### src/sv/ptt_pkg.sv
package ptt_pkg;

    // Accumulator width default for summed DMP overflow samples
    localparam int ACCUM_WIDTH_DEF = 40;

    // Machine clock field width and divider/addend width
    localparam int MCLK_W = 21;
    localparam int DIV_W  = 32;

    // Configuration register indexes
    localparam logic [2:0] CFG_TAPE_FORMAT    = 3'd0;
    localparam logic [2:0] CFG_TAP_VERSION    = 3'd1;
    localparam logic [2:0] CFG_MACHINE_TYPE   = 3'd2;
    localparam logic [2:0] CFG_VIDEO_STANDARD = 3'd3;
    localparam logic [2:0] CFG_COUNTER_RATE   = 3'd4;

    // Source formats
    localparam logic [1:0] FMT_TAP  = 2'd0;
    localparam logic [1:0] FMT_DMP  = 2'd1;
    localparam logic [1:0] FMT_HTAP = 2'd2;
    localparam logic [1:0] FMT_NONE = 2'd3;

    localparam logic [1:0] VER_SHORT    = 2'd0;
    localparam logic [1:0] VER_V1       = 2'd1;
    localparam logic [1:0] VER_HALFWAVE = 2'd2;

    localparam logic [1:0] MACH_DEFAULT = 2'd0;
    localparam logic [1:0] MACH_ALT1    = 2'd1;
    localparam logic [1:0] MACH_ALT2    = 2'd2;

    // Clock and timing constants
    localparam logic [MCLK_W-1:0] CLK_NTSC      = 21'd1022727;
    localparam logic [MCLK_W-1:0] CLK_ALT1_PAL  = 21'd1108405;
    localparam logic [MCLK_W-1:0] CLK_ALT2_NTSC = 21'd894886;
    localparam logic [MCLK_W-1:0] CLK_ALT2_PAL  = 21'd886724;
    localparam logic [MCLK_W-1:0] CLK_PAL       = 21'd985248;
    localparam logic [31:0] SHORT_PAUSE   = 32'd20000;
    localparam logic [31:0] RATE_DEFAULT  = 32'd2000000;
    localparam logic [31:0] HALF_USEC_ADD = 32'd1000000;
    localparam logic [15:0] OVF_SAMPLE    = 16'hFFFF;
    localparam logic [14:0] PAUSE_MASK    = 15'h7FFF;

    typedef struct packed {
        logic [7:0] in_byte;
        logic       in_last;
    } in_t;

    typedef struct packed {
        logic [7:0] out_byte;
        logic       out_valid;
        logic       out_last;
    } out_t;

    typedef enum logic [2:0] {
        ST_IDLE,
        ST_GATHER,
        ST_SCALE,
        ST_FINISH,
        ST_EMIT
    } state_t;

    typedef enum logic [1:0] {
        SC_IDLE,
        SC_MUL,
        SC_ADD,
        SC_DIV
    } scl_state_t;

    // Machine clock selection
    function automatic logic [MCLK_W-1:0] clock_hz(input logic [1:0] mtype,
                                                   input logic ntsc);
        logic [MCLK_W-1:0] c;
        case (mtype)
            MACH_ALT1: c = ntsc ? CLK_NTSC : CLK_ALT1_PAL;
            MACH_ALT2: c = ntsc ? CLK_ALT2_NTSC : CLK_ALT2_PAL;
            default:   c = ntsc ? CLK_NTSC : CLK_PAL;
        endcase
        return c;
    endfunction

endpackage

### src/sv/ptt_scale_unit.sv
// Serial (operand * mclk + addend) / divisor, quotient mod 2^32
module ptt_scale_unit #(
    parameter int OP_WIDTH = 40
) (
    input  logic                        clk,
    input  logic                        rst_n,
    input  logic                        start,
    input  logic [OP_WIDTH-1:0]         operand,
    input  logic [ptt_pkg::MCLK_W-1:0]  mclk,
    input  logic [ptt_pkg::DIV_W-1:0]   divisor,
    input  logic [ptt_pkg::DIV_W-1:0]   addend,
    output logic                        busy,
    output logic                        done,
    output logic [ptt_pkg::DIV_W-1:0]   quotient
);
    import ptt_pkg::*;

    localparam int PW = OP_WIDTH + MCLK_W + 1;
    localparam int CW = $clog2(PW);

    scl_state_t state_reg, state_next;
    logic [OP_WIDTH-1:0] op_reg;
    logic [MCLK_W-1:0]   mul_reg;
    logic [DIV_W-1:0]    div_reg;
    logic [DIV_W-1:0]    add_reg;
    logic [PW-1:0]       acc_reg;
    logic [DIV_W-1:0]    rem_reg;
    logic [DIV_W-1:0]    quo_reg;
    logic [CW-1:0]       cnt_reg;
    logic [DIV_W:0]      rem_shift;
    logic                rem_ge;

    assign rem_shift = {rem_reg, acc_reg[PW-1]};
    assign rem_ge    = rem_shift >= {1'b0, div_reg};

    // Next state
    always_comb
    begin
        state_next = state_reg;
        case (state_reg)
            SC_IDLE: if (start) state_next = SC_MUL;
            SC_MUL:  if (cnt_reg == '0) state_next = SC_ADD;
            SC_ADD:  state_next = SC_DIV;
            SC_DIV:  if (cnt_reg == '0) state_next = SC_IDLE;
            default: state_next = SC_IDLE;
        endcase
    end

    // Outputs
    always_comb
    begin
        busy = state_reg != SC_IDLE;
        done = state_reg == SC_DIV && cnt_reg == '0;
    end

    always_ff @(posedge clk or negedge rst_n)
    begin
        if (!rst_n)
            state_reg <= SC_IDLE;
        else
            state_reg <= state_next;
    end

    // Shift-add multiply, one addend step, restoring divide
    always_ff @(posedge clk)
    begin
        case (state_reg)
            SC_IDLE:
            begin
                if (start)
                begin
                    op_reg  <= operand;
                    mul_reg <= mclk;
                    div_reg <= divisor;
                    add_reg <= addend;
                    acc_reg <= '0;
                    cnt_reg <= CW'(MCLK_W - 1);
                end
            end
            SC_MUL:
            begin
                acc_reg <= {acc_reg[PW-2:0], 1'b0}
                         + (mul_reg[MCLK_W-1] ? PW'(op_reg) : '0);
                mul_reg <= {mul_reg[MCLK_W-2:0], 1'b0};
                cnt_reg <= cnt_reg - 1'b1;
            end
            SC_ADD:
            begin
                acc_reg <= acc_reg + PW'(add_reg);
                rem_reg <= '0;
                quo_reg <= '0;
                cnt_reg <= CW'(PW - 1);
            end
            SC_DIV:
            begin
                rem_reg <= rem_ge ? DIV_W'(rem_shift - {1'b0, div_reg})
                                  : rem_shift[DIV_W-1:0];
                quo_reg <= {quo_reg[DIV_W-2:0], rem_ge};
                acc_reg <= {acc_reg[PW-2:0], 1'b0};
                cnt_reg <= cnt_reg - 1'b1;
            end
            default: ;
        endcase
    end

    assign quotient = quo_reg;

endmodule

### src/sv/tape_pulse_to_tap_v1_converter_top.sv
// Flow: an accepted byte passes the gather and finish states before its results
// are offered in the emit state; a DMP or HTAP record that needs scaling also
// waits in the scale state on the shared serial multiply/divide unit.
// Throughput: one byte at a time, with up to 4 results per byte; the next
// byte can be taken the cycle after the last result is delivered.
// Reset: asynchronous active-low; configuration returns to its defaults.
module tape_pulse_to_tap_v1_converter_top #(
    parameter int ACCUM_WIDTH = ptt_pkg::ACCUM_WIDTH_DEF
) (
    input  logic         clk,
    input  logic         rst_n,
    input  ptt_pkg::in_t  in_data,
    input  logic         in_valid,
    output logic         in_ready,
    output ptt_pkg::out_t out_data,
    output logic         out_valid,
    input  logic         out_ready,
    input  logic         cfg_we,
    input  logic [2:0]   cfg_index,
    input  logic [31:0]  cfg_data
);
    import ptt_pkg::*;

    localparam int OW  = (ACCUM_WIDTH > 33) ? ACCUM_WIDTH : 33;
    localparam int AW1 = ACCUM_WIDTH + 1;

    // Configuration
    logic [1:0]  fmt_reg, ver_reg, mtype_reg;
    logic        vstd_reg;
    logic [31:0] rate_reg;

    always_ff @(posedge clk or negedge rst_n)
    begin
        if (!rst_n)
        begin
            fmt_reg   <= FMT_TAP;
            ver_reg   <= VER_V1;
            mtype_reg <= MACH_DEFAULT;
            vstd_reg  <= 1'b0;
            rate_reg  <= RATE_DEFAULT;
        end
        else if (cfg_we)
        begin
            case (cfg_index)
                CFG_TAPE_FORMAT:    fmt_reg   <= cfg_data[1:0];
                CFG_TAP_VERSION:    ver_reg   <= cfg_data[1:0];
                CFG_MACHINE_TYPE:   mtype_reg <= cfg_data[1:0];
                CFG_VIDEO_STANDARD: vstd_reg  <= cfg_data[0];
                CFG_COUNTER_RATE:   rate_reg  <= cfg_data;
                default: ;
            endcase
        end
    end

    state_t state_reg, state_next;

    logic [7:0]             byte_reg;
    logic                   last_reg;
    logic [63:0]            rb_reg;
    logic [3:0]             pos_reg;
    logic [ACCUM_WIDTH-1:0] ovf_reg;
    logic [31:0]            hsum_reg;
    logic                   pend_reg;
    logic [31:0]            cyc_reg;
    logic                   got_reg;
    logic                   useq_reg;
    logic [7:0]             obuf_reg [4];
    logic [2:0]             ocnt_reg;
    logic [1:0]             oidx_reg;
    logic                   mark_reg;

    // Shared unit
    logic              scl_start, scl_busy, scl_done;
    logic [OW-1:0]     scl_op;
    logic [31:0]       scl_div, scl_add, scl_quo;
    logic [MCLK_W-1:0] mclk;

    assign mclk = clock_hz(mtype_reg, vstd_reg);

    ptt_scale_unit #(.OP_WIDTH(OW)) u_scale (
        .clk      (clk),
        .rst_n    (rst_n),
        .start    (scl_start),
        .operand  (scl_op),
        .mclk     (mclk),
        .divisor  (scl_div),
        .addend   (scl_add),
        .busy     (scl_busy),
        .done     (scl_done),
        .quotient (scl_quo)
    );

    // Record gathering and decode
    logic                   halfwaves, active, complete, need_scale, got_now;
    logic [63:0]            rb_new;
    logic [3:0]             pos_new, need;
    logic [15:0]            word;
    logic [ACCUM_WIDTH:0]   dsum;
    logic [ACCUM_WIDTH-1:0] tsat;
    logic [32:0]            ticks;
    logic [31:0]            rate_eff, cyc_now;

    assign halfwaves = fmt_reg == FMT_HTAP || (fmt_reg == FMT_TAP && ver_reg == VER_HALFWAVE);
    assign active    = fmt_reg != FMT_NONE && !pos_reg[3];
    assign rb_new    = rb_reg | (64'(byte_reg) << {pos_reg[2:0], 3'b000});
    assign pos_new   = pos_reg + 4'd1;
    assign word      = rb_new[15:0];
    assign dsum      = {1'b0, ovf_reg} + AW1'(word);
    assign tsat      = dsum[ACCUM_WIDTH] ? '1 : dsum[ACCUM_WIDTH-1:0];
    assign rate_eff  = (rate_reg == '0) ? RATE_DEFAULT : rate_reg;

    always_comb
    begin
        case (fmt_reg)
            FMT_TAP:  need = (word[7:0] != 8'd0 || ver_reg == VER_SHORT) ? 4'd1 : 4'd4;
            FMT_DMP:  need = 4'd2;
            default:  need = (pos_new < 4'd2) ? 4'd2
                           : ((word[14:0] & PAUSE_MASK) == '0) ? 4'd8 : 4'd2;
        endcase
    end

    assign complete = active && pos_new >= need;

    always_comb
    begin
        need_scale = 1'b0;
        got_now    = 1'b0;
        cyc_now    = '0;
        scl_op     = '0;
        scl_div    = rate_eff;
        scl_add    = {1'b0, rate_eff[31:1]};
        if ((word[14:0] & PAUSE_MASK) == '0)
            ticks = {rb_new[47:32], rb_new[63:48], 1'b0};
        else
            ticks = {18'd0, word[14:0]};
        if (complete)
        begin
            case (fmt_reg)
                FMT_TAP:
                begin
                    got_now = 1'b1;
                    if (word[7:0] != 8'd0)
                        cyc_now = {21'd0, word[7:0], 3'b000};
                    else if (ver_reg == VER_SHORT)
                        cyc_now = SHORT_PAUSE;
                    else
                        cyc_now = {8'd0, rb_new[31:8]};
                end
                FMT_DMP:
                begin
                    need_scale = word != OVF_SAMPLE;
                    scl_op     = OW'(tsat);
                end
                default:
                begin
                    need_scale = 1'b1;
                    scl_op     = OW'(ticks);
                    scl_div    = RATE_DEFAULT;
                    scl_add    = HALF_USEC_ADD;
                end
            endcase
        end
    end

    // Finish: halfwave pairing and byte coding
    logic        f_emit, f_hp;
    logic [31:0] f_cyc, f_d, f_hs, f_round;
    logic        f_short;

    always_comb
    begin
        f_cyc  = useq_reg ? scl_quo : cyc_reg;
        f_hp   = pend_reg;
        f_hs   = hsum_reg;
        f_emit = 1'b0;
        f_d    = '0;
        if (got_reg)
        begin
            if (f_hp)
            begin
                f_emit = 1'b1;
                f_d    = f_hs + f_cyc;
                f_hp   = 1'b0;
                f_hs   = '0;
            end
            else if (halfwaves)
            begin
                f_hs = f_cyc;
                f_hp = 1'b1;
            end
            else
            begin
                f_emit = 1'b1;
                f_d    = f_cyc;
            end
        end
        if (last_reg)
        begin
            if (f_hp)
            begin
                f_emit = 1'b1;
                f_d    = f_hs;
            end
            f_hp = 1'b0;
            f_hs = '0;
        end
        f_short = f_d >= 32'd8 && f_d <= 32'd2040;
        f_round = f_d + 32'd4;
    end

    // Next state
    always_comb
    begin
        state_next = state_reg;
        case (state_reg)
            ST_IDLE:   if (in_valid) state_next = ST_GATHER;
            ST_GATHER: state_next = need_scale ? ST_SCALE : ST_FINISH;
            ST_SCALE:  if (scl_done) state_next = ST_FINISH;
            ST_FINISH: state_next = (f_emit || last_reg) ? ST_EMIT : ST_IDLE;
            ST_EMIT:   if (out_ready && {1'b0, oidx_reg} == ocnt_reg - 3'd1)
                           state_next = ST_IDLE;
            default:   state_next = ST_IDLE;
        endcase
    end

    // Handshake outputs
    always_comb
    begin
        in_ready  = state_reg == ST_IDLE;
        out_valid = state_reg == ST_EMIT;
        scl_start = state_reg == ST_GATHER && need_scale;
    end

    assign out_data.out_byte  = mark_reg ? 8'd0 : obuf_reg[oidx_reg];
    assign out_data.out_valid = !mark_reg;
    assign out_data.out_last  = last_reg && {1'b0, oidx_reg} == ocnt_reg - 3'd1;

    always_ff @(posedge clk or negedge rst_n)
    begin
        if (!rst_n)
        begin
            state_reg <= ST_IDLE;
            rb_reg    <= '0;
            pos_reg   <= '0;
            ovf_reg   <= '0;
            hsum_reg  <= '0;
            pend_reg  <= 1'b0;
            oidx_reg  <= '0;
            ocnt_reg  <= '0;
            mark_reg  <= 1'b0;
        end
        else
        begin
            state_reg <= state_next;
            case (state_reg)
                ST_GATHER:
                begin
                    if (active)
                    begin
                        rb_reg  <= complete ? '0 : rb_new;
                        pos_reg <= complete ? '0 : pos_new;
                    end
                    if (complete && fmt_reg == FMT_DMP)
                        ovf_reg <= (word == OVF_SAMPLE) ? tsat : '0;
                end
                ST_FINISH:
                begin
                    pend_reg <= f_hp;
                    hsum_reg <= f_hs;
                    oidx_reg <= '0;
                    mark_reg <= !f_emit;
                    ocnt_reg <= (f_emit && !f_short) ? 3'd4 : 3'd1;
                    if (last_reg)
                    begin
                        rb_reg  <= '0;
                        pos_reg <= '0;
                        ovf_reg <= '0;
                    end
                end
                ST_EMIT:
                begin
                    if (out_ready)
                        oidx_reg <= oidx_reg + 2'd1;
                end
                default: ;
            endcase
        end
    end

    // Payload registers
    always_ff @(posedge clk)
    begin
        case (state_reg)
            ST_IDLE:
            begin
                if (in_valid)
                begin
                    byte_reg <= in_data.in_byte;
                    last_reg <= in_data.in_last;
                end
            end
            ST_GATHER:
            begin
                got_reg  <= got_now || need_scale;
                useq_reg <= need_scale;
                cyc_reg  <= cyc_now;
            end
            ST_FINISH:
            begin
                if (f_short)
                    obuf_reg[0] <= f_round[10:3];
                else
                    obuf_reg[0] <= 8'd0;
                obuf_reg[1] <= f_d[7:0];
                obuf_reg[2] <= f_d[15:8];
                obuf_reg[3] <= f_d[23:16];
            end
            default: ;
        endcase
    end

    // Checks
    a_no_overlap: assert property (@(posedge clk) disable iff (!rst_n)
        in_ready |-> !out_valid) else $error("input taken while results pending");

    a_scale_owned: assert property (@(posedge clk) disable iff (!rst_n)
        scl_busy |-> state_reg == ST_SCALE) else $error("scale unit busy outside scale");

    a_stream_clear: assert property (@(posedge clk) disable iff (!rst_n)
        (out_valid && out_ready && out_data.out_last)
        |=> (!pend_reg && pos_reg == '0 && ovf_reg == '0))
        else $error("stream state not cleared after final transaction");

endmodule
### config.mk
export PLATFORM = sky130hd
export DESIGN_NAME = tape_pulse_to_tap_v1_converter_top
export DESIGN_NICKNAME = d
export VERILOG_FILES = /design/src/sv/ptt_pkg.sv /design/src/sv/ptt_scale_unit.sv /design/src/sv/tape_pulse_to_tap_v1_converter_top.sv
export SDC_FILE = /design/constraint.sdc
export NUM_CORES = 1
export LEC_CHECK = 0
export BUFFER_PORTS_ARGS = -buffer_cell sky130_fd_sc_hd__buf_2
export CAP_MARGIN = 10
export CELL_PAD_IN_SITES_DETAIL_PLACEMENT = 1
export CELL_PAD_IN_SITES_GLOBAL_PLACEMENT = 2
export CORE_MARGIN = 3
export CORE_UTILIZATION = 45
export CTS_CLUSTER_SIZE = 40
export DETAILED_ROUTE_END_ITERATION = 7
export PLACE_DENSITY = 0.88
export SYNTH_ARGS = -nofsm -noshare
export SYNTH_HDL_FRONTEND = slang
export SYNTH_HIERARCHICAL = 1
export SYNTH_SLANG_ARGS = --single-unit
### constraint.sdc
create_clock -name clk -period 27.4 [get_ports clk]
set_clock_uncertainty 0.2 [all_clocks]
set_input_delay 1.37 -clock clk [delete_from_list [all_inputs] [get_ports clk]]
set_output_delay 1.37 -clock clk [all_outputs]
set_load 0.02 [all_outputs]
==> run summary <==
P_int - 2.33 mW
Initial core utilization - 45.5%
Top-Level Pins - 61
Number of enable flip-flop cells after synthesis - 324
TritonRoute pass-1 iters - 6
Fraction of layout cells with a size suffix above 1 - 9.88%
Count of antenna diodes in the layout - 0
Max reg flops - 64
Relative contribution of the clock network to total power - 18.9%
Unrepaired setup endpoints after global routing - no
Switching power - 1.87 mW
Post-CTS Repair Setup Buffers - 0
Startpoint-to-endpoint class of the critical path - reg -> reg
Reg2Reg Depth - 19
Average via count per standard cell - 6.24
Part of the total power dissipated in combinational logic - 49.2%
Clock insertion delay at the later pin of the skew report - 0.63 ns
Fill cell count - 8,203
Placer Congestion - 0.913
Synthesized flop and latch total - 514
Maximum level of the CTS H-tree - 2
Largest cells by area after synthesis - sky130_fd_sc_hd__edfxtp_1 29%, sky130_fd_sc_hd__dfrtp_1 14%, sky130_fd_sc_hd__ha_1 6.3%, sky130_fd_sc_hd__a21oi_1 4.7%, sky130_fd_sc_hd__o21ai_0 3.5%
Sequential-to-total area share from yosys stat - 43.6%
Growth of design area from synthesis to finish - 9.03%
Path category of the worst min-delay check - reg -> reg
Antenna violation net count after detailed routing - 0
Sum of overflow across all layers after global routing - 0
Leak - 14.6 nW
Slew at the pin closest to its max-slew limit - 1.16 ns
Post-synthesis async set-or-reset flop share - 37.0%
Net count, final - 3,661
Most used cells in the layout excluding fill and tap cells - 324 x sky130_fd_sc_hd__edfxtp_1, 315 x sky130_fd_sc_hd__a21oi_1, 305 x sky130_fd_sc_hd__nand2_1, 280 x sky130_fd_sc_hd__nor2_1, 234 x sky130_fd_sc_hd__o21ai_0
Wire length of the first global-routing pass - 170,000 um
Pins Over Slew Limit - 0
Setup slack, reg-to-reg - 18.79 ns
Chip Height - 278 um
Maximum vdd ir drop - 0.0000576 V
Aggregate global-route resource usage - 27.5%
Vias in the first global route - 28,738
Source of the worst register-to-register timing path - pos_reg[0]
Number of standard-cell rows in the floorplan - 99
Floorplan Core Area - 73,100 sq um
Switching share of power - 44.5%
Crit. Startpoint - pos_reg[0]
Most common cell after layout, fill and taps aside - sky130_fd_sc_hd__edfxtp_1
Worst relative slew slack - 22.4%
Number of gates given a new drive strength after cts - 0
Number of CTS-inserted buffers - 58
Element type at the critical path end - flip-flop
Initial antenna violation count - 0
Fin crit share - 31.4%
Library cell used as clock root buffer - sky130_fd_sc_hd__clkbuf_16
DRC - 0
Minimum clock period after layout - 8.61 ns
Pwr dens - 116 nW/um^2
Routed vias - 27,777
Pin count of the biggest net entering global routing - 75
Post-detailed-placement half-perimeter wirelength - 79,300 um
Number of DRC markers in iteration 0 - 2,265
TritonCTS clock tree - built
Max-cap violation count - 0
Startpoint kind of the worst setup timing path - flip-flop
Number of failing hold endpoints at the final stage - 0
# port buffers - 60
Last element of the critical path - u_scale/add_reg[20]
Capturing point of the worst reg2reg path - u_scale/add_reg[20]
Relative contribution of sequential cells to total power - 31.8%
Clock slew at the register clock pins of the worst setup and hold paths - 0.06 ns
Post-Synthesis Cells - 3,470
Hold Buf Count CTS - 0
Area enclosed by the die boundary - 77,100 sq um
Top achievable clock speed - 0.116 GHz
Post-synth top area share - 29.3%
Area post-placement - 34,300 sq um
Count of distinct cell types in the synthesized netlist - 115
Mapped Area - 33,200 sq um
Area leader, netlist - sky130_fd_sc_hd__edfxtp_1
Yosys warning count - 6
DIE WIDTH - 278 um
Final design instance area without fill - 36,200 sq um
Sum of negative setup slack - 0 ns
Clock Path Buffers - 3
Prevailing post-synth register cell - sky130_fd_sc_hd__edfxtp_1
Maximum fanout along the worst path - 74
Total routed wirelength - 109,000 um
Total setup violations reported at the end of the flow - 0
Routed len/inst - 24.4 um
Overall Power - 4.20 mW
Average footprint of a synthesized cell - 9.58 sq um
Sink Count - 514
Req. time, crit path - 27.44 ns
Data arrival time of the worst path - 8.65 ns
Status - finished clean
-- synth_stat cells, types with 35 or more instances --
master,instances
sky130_fd_sc_hd__a21o_1,66
sky130_fd_sc_hd__a21oi_1,315
sky130_fd_sc_hd__a22o_1,40
sky130_fd_sc_hd__and2_1,117
sky130_fd_sc_hd__and3_1,38
sky130_fd_sc_hd__clkbuf_1,158
sky130_fd_sc_hd__dfrtp_1,182
sky130_fd_sc_hd__edfxtp_1,324
sky130_fd_sc_hd__ha_1,166
sky130_fd_sc_hd__inv_1,140
sky130_fd_sc_hd__mux2_2,72
sky130_fd_sc_hd__mux2i_1,40
sky130_fd_sc_hd__nand2_1,306
sky130_fd_sc_hd__nand3_1,68
sky130_fd_sc_hd__nand4_1,43
sky130_fd_sc_hd__nor2_1,282
sky130_fd_sc_hd__nor2b_1,47
sky130_fd_sc_hd__nor3_1,67
sky130_fd_sc_hd__o21a_1,35
sky130_fd_sc_hd__o21ai_0,235
sky130_fd_sc_hd__xnor2_1,107
sky130_fd_sc_hd__xor2_1,55
-- power by group through the flow --
| stage | logic [mW] | clock network (mW) | registers, mW |
|---|---|---|---|
| after floorplan | 1.51 | 0 | 1.25 |
| after global placement | 1.95 | 0 | 1.33 |
| after detailed placement | 2.03 | 0 | 1.34 |
| after CTS | 2.04 | 0.814 | 1.33 |
| after global routing | 2.26 | 0.844 | 1.36 |
| final | 2.06 | 0.795 | 1.34 |
-- worst max-delay path, stage by stage, from the launching register on --
cell	delay, ns
sky130_fd_sc_hd__dfrtp_1	0.51
sky130_fd_sc_hd__nor3_1	0.88
sky130_fd_sc_hd__a21oi_1	0.39
sky130_fd_sc_hd__nand4_1	0.19
sky130_fd_sc_hd__or4_1	0.31
sky130_fd_sc_hd__or3_1	0.45
sky130_fd_sc_hd__inv_1	0.12
sky130_fd_sc_hd__o311ai_0	0.15
sky130_fd_sc_hd__o21ai_0	0.19
sky130_fd_sc_hd__ha_1	0.31
sky130_fd_sc_hd__a21o_1	0.11
sky130_fd_sc_hd__a21o_1	0.11
sky130_fd_sc_hd__a21oi_1	0.11
sky130_fd_sc_hd__nor2b_1	0.39
sky130_fd_sc_hd__nand3_1	0.88
sky130_fd_sc_hd__o21ai_0	0.86
sky130_fd_sc_hd__and2_1	0.22
sky130_fd_sc_hd__inv_1	0.15
sky130_fd_sc_hd__nor2_4	0.67
sky130_fd_sc_hd__buf_4	0.89
-- area by class of cell --
type | count | area, sq um | share of cell area, %
clock buffer | 91 | 1700 | 4.69
clock inverter | 19 | 221 | 0.611
inverter | 143 | 539 | 1.49
multi-input combinational | 2630 | 17500 | 48.3
sequential | 514 | 14500 | 40.0
tap | 959 | 1200 | 3.31
timing repair buffer | 94 | 564 | 1.56
-- per-stage QoR --
| step | utilization (%) | setup slack [ns] | instances | hold WS [ns] |
|---|---|---|---|---|
| global placement | 46.9 | 19.19 | 4340 | 0.263 |
| CTS | 49.6 | 18.87 | 4450 | 0.293 |
| global route | 49.6 | 18.21 | 4450 | 0.310 |
| finish | 49.6 | 18.79 | 4450 | 0.285 |
| floorplan | - | 18.28 | 3471 | 0.249 |
| detailed placement | 46.9 | 18.90 | 4340 | 0.279 |
-- routing by layer --
| layer | GRT usage [%] | wire (um) |
|---|---|---|
| met5 | 0 | 0 |
| met4 | 6.65 | 2510 |
| met3 | 3.14 | 5150 |
| met2 | 47.1 | 52800 |
| met1 | 37.4 | 48100 |
-- cells by family after synthesis --
logic type      count (synthesis)  synth area share, %
flops                         514                 43.6
buf+inv                       327                 3.91
fa+ha+maj                     171                 6.55
xor+xnor                      162                 4.27
mux                           120                 4.19
simple gates                 1132                 16.9
other cells                     1               0.0113
compound gates               1043                 20.6
-- worst min path at each step --
| stage | from | end | depth (start not counted) |
|---|---|---|---|
| floorplan | ovf_reg[21] | ovf_reg[21] | 2 |
| global placement | ovf_reg[21] | ovf_reg[21] | 2 |
| detailed placement | rb_reg[6] | rb_reg[6] | 2 |
| CTS | rb_reg[4] | rb_reg[4] | 2 |
| global route | rb_reg[1] | rb_reg[1] | 2 |
| finish | rb_reg[4] | rb_reg[4] | 2 |
Note: power is estimated with default switching activity, not from simulation.
